<file path="src/hw/rtl/sfla_pkg.sv">
// ----------------------------------------------------------------------------
// sfla_pkg
// Shared constants, command codes and status types of the allocator.
// ----------------------------------------------------------------------------
package sfla_pkg;

  localparam int POOL_MAX_BYTES  = 65536;
  localparam int GRANULE_BYTES   = 8;
  localparam int SMALL_MAX_BYTES = 128;
  localparam int CLASS_COUNT     = 16;
  localparam int POOL_WORDS      = POOL_MAX_BYTES / 8;

  localparam int ADDR_W   = 16;
  localparam int SIZE_W   = 17;
  localparam int WORD_AW  = $clog2(POOL_WORDS);
  localparam int CLASS_W  = $clog2(CLASS_COUNT);
  localparam int STEP_W   = $clog2(POOL_WORDS) + 1;
  localparam int G_SHIFT  = $clog2(GRANULE_BYTES);
  localparam int RC_W     = 7;

  localparam logic [4:0] CMD_NONE      = 5'd0;
  localparam logic [4:0] CMD_LOAD      = 5'd1;
  localparam logic [4:0] CMD_FAIL      = 5'd2;
  localparam logic [4:0] CMD_EMIT      = 5'd3;
  localparam logic [4:0] CMD_HEAD_RD   = 5'd4;
  localparam logic [4:0] CMD_HEAD_POP  = 5'd5;
  localparam logic [4:0] CMD_RF_INIT   = 5'd6;
  localparam logic [4:0] CMD_RF_HDR    = 5'd7;
  localparam logic [4:0] CMD_RF_LINK   = 5'd8;
  localparam logic [4:0] CMD_RF_END    = 5'd9;
  localparam logic [4:0] CMD_LG_INIT   = 5'd10;
  localparam logic [4:0] CMD_LG_RDLINK = 5'd11;
  localparam logic [4:0] CMD_LG_RDHDR  = 5'd12;
  localparam logic [4:0] CMD_LG_UNLINK = 5'd13;
  localparam logic [4:0] CMD_LG_ADV    = 5'd14;
  localparam logic [4:0] CMD_CARVE     = 5'd15;
  localparam logic [4:0] CMD_FR_RD     = 5'd16;
  localparam logic [4:0] CMD_FR_Q      = 5'd17;
  localparam logic [4:0] CMD_FR_LINK   = 5'd18;

  typedef logic [4:0] cmd_t;

  typedef struct packed {
    logic is_free;
    logic addr_bad;
    logic zero_size;
    logic is_small;
    logic class_bad;
    logic head_empty;
    logic refill_fits;
    logic more;
    logic lg_live;
    logic lg_match;
    logic carve_fits;
    logic fr_bad;
    logic out_free;
  } status_t;

  localparam logic [2:0] REG_POOL_BYTES   = 3'd0;
  localparam logic [2:0] REG_REFILL_COUNT = 3'd4;

  function automatic logic link_ok(input logic [SIZE_W-1:0] v);
    link_ok = (v >= SIZE_W'(8)) && (v < SIZE_W'(POOL_MAX_BYTES)) &&
              (v[2:0] == 3'd0);
  endfunction

endpackage

</file>
<file path="src/hw/rtl/sfla_ctrl.sv">
// ----------------------------------------------------------------------------
// sfla_ctrl
// Sequencer that steps the datapath through allocate and free operations.
// ----------------------------------------------------------------------------
module sfla_ctrl
  import sfla_pkg::*;
(
  input  logic    clk,
  input  logic    rst,
  input  logic    in_valid,
  output logic    in_ready,
  input  status_t status,
  output cmd_t    cmd
);

  localparam logic [3:0] S_IDLE     = 4'd0;
  localparam logic [3:0] S_DISPATCH = 4'd1;
  localparam logic [3:0] S_FR_Q     = 4'd2;
  localparam logic [3:0] S_FR_LINK  = 4'd3;
  localparam logic [3:0] S_RF_HDR   = 4'd4;
  localparam logic [3:0] S_RF_LINK  = 4'd5;
  localparam logic [3:0] S_RF_END   = 4'd6;
  localparam logic [3:0] S_RD_HEAD  = 4'd7;
  localparam logic [3:0] S_POP      = 4'd8;
  localparam logic [3:0] S_LG_TEST  = 4'd9;
  localparam logic [3:0] S_LG_HDR   = 4'd10;
  localparam logic [3:0] S_LG_CMP   = 4'd11;
  localparam logic [3:0] S_EMIT     = 4'd12;

  logic [3:0] state, state_next;

  assign in_ready = (state == S_IDLE);

  always_ff @(posedge clk) begin
    if (rst) state <= S_IDLE;
    else     state <= state_next;
  end

  always_comb begin
    state_next = state;
    cmd        = CMD_NONE;
    case (state)
      S_IDLE: begin
        if (in_valid) begin
          cmd        = CMD_LOAD;
          state_next = S_DISPATCH;
        end
      end
      S_DISPATCH: begin
        if (status.is_free) begin
          if (status.addr_bad) begin
            cmd        = CMD_FAIL;
            state_next = S_EMIT;
          end else begin
            cmd        = CMD_FR_RD;
            state_next = S_FR_Q;
          end
        end else if (status.zero_size) begin
          cmd        = CMD_FAIL;
          state_next = S_EMIT;
        end else if (status.is_small) begin
          if (status.class_bad) begin
            cmd        = CMD_FAIL;
            state_next = S_EMIT;
          end else if (!status.head_empty) begin
            cmd        = CMD_HEAD_RD;
            state_next = S_POP;
          end else if (status.refill_fits) begin
            cmd        = CMD_RF_INIT;
            state_next = S_RF_HDR;
          end else begin
            cmd        = CMD_FAIL;
            state_next = S_EMIT;
          end
        end else begin
          cmd        = CMD_LG_INIT;
          state_next = S_LG_TEST;
        end
      end
      S_FR_Q: begin
        if (status.fr_bad) begin
          cmd        = CMD_FAIL;
          state_next = S_EMIT;
        end else begin
          cmd        = CMD_FR_Q;
          state_next = S_FR_LINK;
        end
      end
      S_FR_LINK: begin
        cmd        = CMD_FR_LINK;
        state_next = S_EMIT;
      end
      S_RF_HDR: begin
        cmd        = CMD_RF_HDR;
        state_next = S_RF_LINK;
      end
      S_RF_LINK: begin
        cmd        = CMD_RF_LINK;
        state_next = status.more ? S_RF_HDR : S_RF_END;
      end
      S_RF_END: begin
        cmd        = CMD_RF_END;
        state_next = S_RD_HEAD;
      end
      S_RD_HEAD: begin
        cmd        = CMD_HEAD_RD;
        state_next = S_POP;
      end
      S_POP: begin
        cmd        = CMD_HEAD_POP;
        state_next = S_EMIT;
      end
      S_LG_TEST: begin
        if (status.lg_live) begin
          cmd        = CMD_LG_RDLINK;
          state_next = S_LG_HDR;
        end else if (status.carve_fits) begin
          cmd        = CMD_CARVE;
          state_next = S_EMIT;
        end else begin
          cmd        = CMD_FAIL;
          state_next = S_EMIT;
        end
      end
      S_LG_HDR: begin
        cmd        = CMD_LG_RDHDR;
        state_next = S_LG_CMP;
      end
      S_LG_CMP: begin
        if (status.lg_match) begin
          cmd        = CMD_LG_UNLINK;
          state_next = S_EMIT;
        end else begin
          cmd        = CMD_LG_ADV;
          state_next = S_LG_TEST;
        end
      end
      S_EMIT: begin
        if (status.out_free) begin
          cmd        = CMD_EMIT;
          state_next = S_IDLE;
        end
      end
      default: state_next = S_IDLE;
    endcase
  end

endmodule

</file>
<file path="config.mk">
export PLATFORM = sky130hd
export DESIGN_NAME = sfla_ctrl
export DESIGN_NICKNAME = d
export VERILOG_FILES = /design/src/hw/rtl/sfla_pkg.sv /design/src/hw/rtl/sfla_ctrl.sv
export SDC_FILE = /design/constraint.sdc
export NUM_CORES = 1
export LEC_CHECK = 0
export ABC_AREA = 1
export BUFFER_PORTS_ARGS = -buffer_cell sky130_fd_sc_hd__buf_2
export CAP_MARGIN = 20
export CORE_MARGIN = 1.5
export CORE_UTILIZATION = 40
export DETAILED_ROUTE_END_ITERATION = 12
export HOLD_SLACK_MARGIN = 0.06
export PLACE_DENSITY = 0.68
export SETUP_SLACK_MARGIN = 0.3
export SLEW_MARGIN = 25
export SYNTH_ARGS = -nofsm -noshare
export SYNTH_HDL_FRONTEND = slang
export SYNTH_SLANG_ARGS = --single-unit
</file>
<file path="constraint.sdc">
create_clock -name clk -period 2.6 [get_ports clk]
set_input_delay 0.13 -clock clk [delete_from_list [all_inputs] [get_ports clk]]
set_output_delay 0.13 -clock clk [all_outputs]
set_load 0.02 [all_outputs]
</file>
==> key figures <==
Status
  – Outcome: finished, final reports clean

Job
  – Max-Cap Viols: 0

Die
  – Die W: 40.44 um
  – Area of the core: 1301 sq um
  – Io pins: 22
  – Row cnt: 13
  – Initial Util: 43.08%
  – Chip height: 40.44 um
  – Die area: 1635 sq um

Global route
  – Met2 usage: 36.11%
  – Largest net degree at the start of global routing: 8
  – Tot GR Track Use: 20.29%
  – Grt total ovfl: 0
  – Met3 usage: 0%
  – Vias in the first global route: 643
  – Initial antenna violation count: 0
  – Met1 usage: 25.16%
  – Gr busiest metal: met2
  – Global-route wire length before repair: 2283 um

Layout
  – Syn-to-layout area delta: 26.12%
  – Largest register FFs: 4
  – Top Registers: state (4)
  – Most common cell after layout, fill and taps aside: nand2_1
  – Biggest register: state
  – Commonest non-fill, non-tap cells in the layout: nand2_1, inv_1, buf_2, nor2_1, nand3_1
  – Ant diodes: 0
  – Share of cells above drive strength 1: 20.29%
  – # nets final: 156
  – Layout Utilization: 54.33%

Logic synthesis
  – Syn Area/Cell: 4.917 sq um
  – Netlist Area Pre-Place: 560.5 sq um
  – Synth warnings: 0
  – Count of different cell masters after synthesis: 14
  – Mapped Cells: 114
  – Synth Area in Adders: 0%
  – Yosys reg bits: 4
  – Mapped Nets: 130
  – Mux share of post-synthesis cell area: 0%
  – Post-Synth XOR/XNOR Area: 0%
  – Post-synthesis sequential area ratio: 14.29%
  – Main combinational cell family by area after synthesis: simple AND/OR/NAND/NOR gates
  – Synth Area in Compound Gates: 10.49%
  – Post-synthesis simple-gate area fraction: 57.81%

Critical path
  – Req. time, crit path: 2.47 ns
  – Crit path max fanout: 4
  – Category of the most critical setup path: reg2out
  – R2r worst-path depth: 9
  – Worst R2R Start: state[2]$_SDFFE_PP0P_
  – Crit path DAT: 1.52 ns
  – Crit. End Element: primary output
  – Worst r2r dst: state[2]$_SDFFE_PP0P_
  – CP Launch Type: flop
  – R2r setup slk: 1.30 ns

Power
  – Pwr dens: 838.7 nW/um^2
  – Leak pwr: 0.0004517 uW
  – Maximum VDD drop: 0.4194 mV

Clocking
  – Total CTS buffers: 3
  – Clock slew at reported path FFs: 0.03 ns
  – CTS tree: built
  – CTS Sinks: 4
  – Post-CTS Setup Bufs: 0
  – Hold Buf Count CTS: 0
  – Longest Clk Path Bufs: 2
  – Post-CTS sizing: 0
  – Worst skew pair latency: 0.23 ns
  – Number of H-tree levels: 1
  – Root buffer cell: clkbuf_4

Timing
  – RSZ-0062 raised after global routing: false
  – Worst Max-Slew Pin Slew: 0.3527 ns
  – Final TNS setup: 0 ns
  – Final hold vios: 0
  – Period utilization: 63.36%
  – Final setup violation count: 0
  – Worst relative slew slack: 76.40%
  – Slew Limit Fails: 0
  – Peak Freq: 607.0 MHz
  – Crit path time final: 1.647 ns
  – Clock Skews: 0.001402 ns

Route
  – Vias: 730
  – Vias/cell: 4.771
  – Routed WL: 1380 um
  – Detail Route Antenna Nets: 0
  – Number of DRC markers in iteration 0: 19
  – DRT Pass-1 Iters: 4
  – DRC Markers: 0
  – WL/cell: 9.020 um

Worst hold path
  – Endpoint, Worst Hold: state[0]$_SDFFE_PP0P_
  – Hold path depth: 2
  – Hold path start: rst
  – Worst hold path class: in2reg

Placed design
  – Final RePlAce weighted congestion: 0.9756
  – Hpwl dp: 1197 um
  – Port bufs: 21
==> synthesized netlist by cell type, drive strengths merged <==
cell | n | area share, %
o22ai | 1 | 1.1
nor3 | 2 | 1.8
dfxtp | 4 | 14
nand3b | 2 | 2.7
o211ai | 1 | 1.3
nand4 | 4 | 4.5
nand3 | 8 | 7.1
a21oi | 5 | 4.5
inv | 26 | 17
nor2 | 22 | 18
o21ai | 4 | 3.6
nand2 | 35 | 23
==> per-layer routing <==
layer	share of wire (%)	wire length, um
met2	49	670
met1	47	651
met5	0	0
met4	0	0
met3	4.2	58
==> metrics by stage <==
stage          worst slack, ns  instance area, sq um  total power, uW  hold WS (ns)  cells
3_5_place_dp             1.194                 684.4            519.9        0.3503    150
2_1_floorplan            1.340                 560.5            410.5        0.1991    114
4_1_cts                 0.9401                 706.9            599.4        0.1033    153
6_report                0.9526                 706.9            592.9        0.1094    153
5_1_grt                 0.8272                 706.9            663.7        0.1185    153
3_3_place_gp             1.164                 684.4            521.9        0.3398    150
==> area by class of cell <==
type                    count  area (sq um)
inverters                  26         97.59
multi-input cells          84         382.9
fillers                   160         594.3
well taps                  15         18.77
flip-flops and latches      4         80.08
clock buffers               3         22.52
repair buffers             21         105.1
==> critical path, stage by stage (launching register included) <==
cell and delay, ns:
dfxtp_1 0.39, inv_1 0.09, nor2_4 0.12, inv_1 0.09, nor2_2 0.13, o21ai_0 0.13, nand3_1 0.09, nor2_1 0.05
nand2_1 0.04, buf_2 0.15
==> power by group <==
group	switching, uW	internal [uW]	leakage, uW
Combinational	271	140	0.000405
Clock	22.3	51.4	0.0000138
Sequential	27.2	80.5	0.0000328
==> logic make-up after synthesis <==
group                  after synthesis
AND/OR/NAND/NOR                     73
buffers and inverters               26
AO/OA/AOI/OAI                       11
flip-flops                           4
==> worst max-delay path by stage <==
stage	startpoint	to	slack, ns
6_report	state[0]$_SDFFE_PP0P_	cmd[0]	0.95
5_1_grt	state[0]$_SDFFE_PP0P_	cmd[0]	0.83
4_1_cts	state[0]$_SDFFE_PP0P_	cmd[0]	0.94
3_5_place_dp	state[0]$_SDFFE_PP0P_	cmd[0]	1.19
3_3_place_gp	state[0]$_SDFFE_PP0P_	cmd[0]	1.16
2_1_floorplan	state[0]$_SDFFE_PP0P_	cmd[0]	1.34
Note: power is estimated with default switching activity, not from simulation.
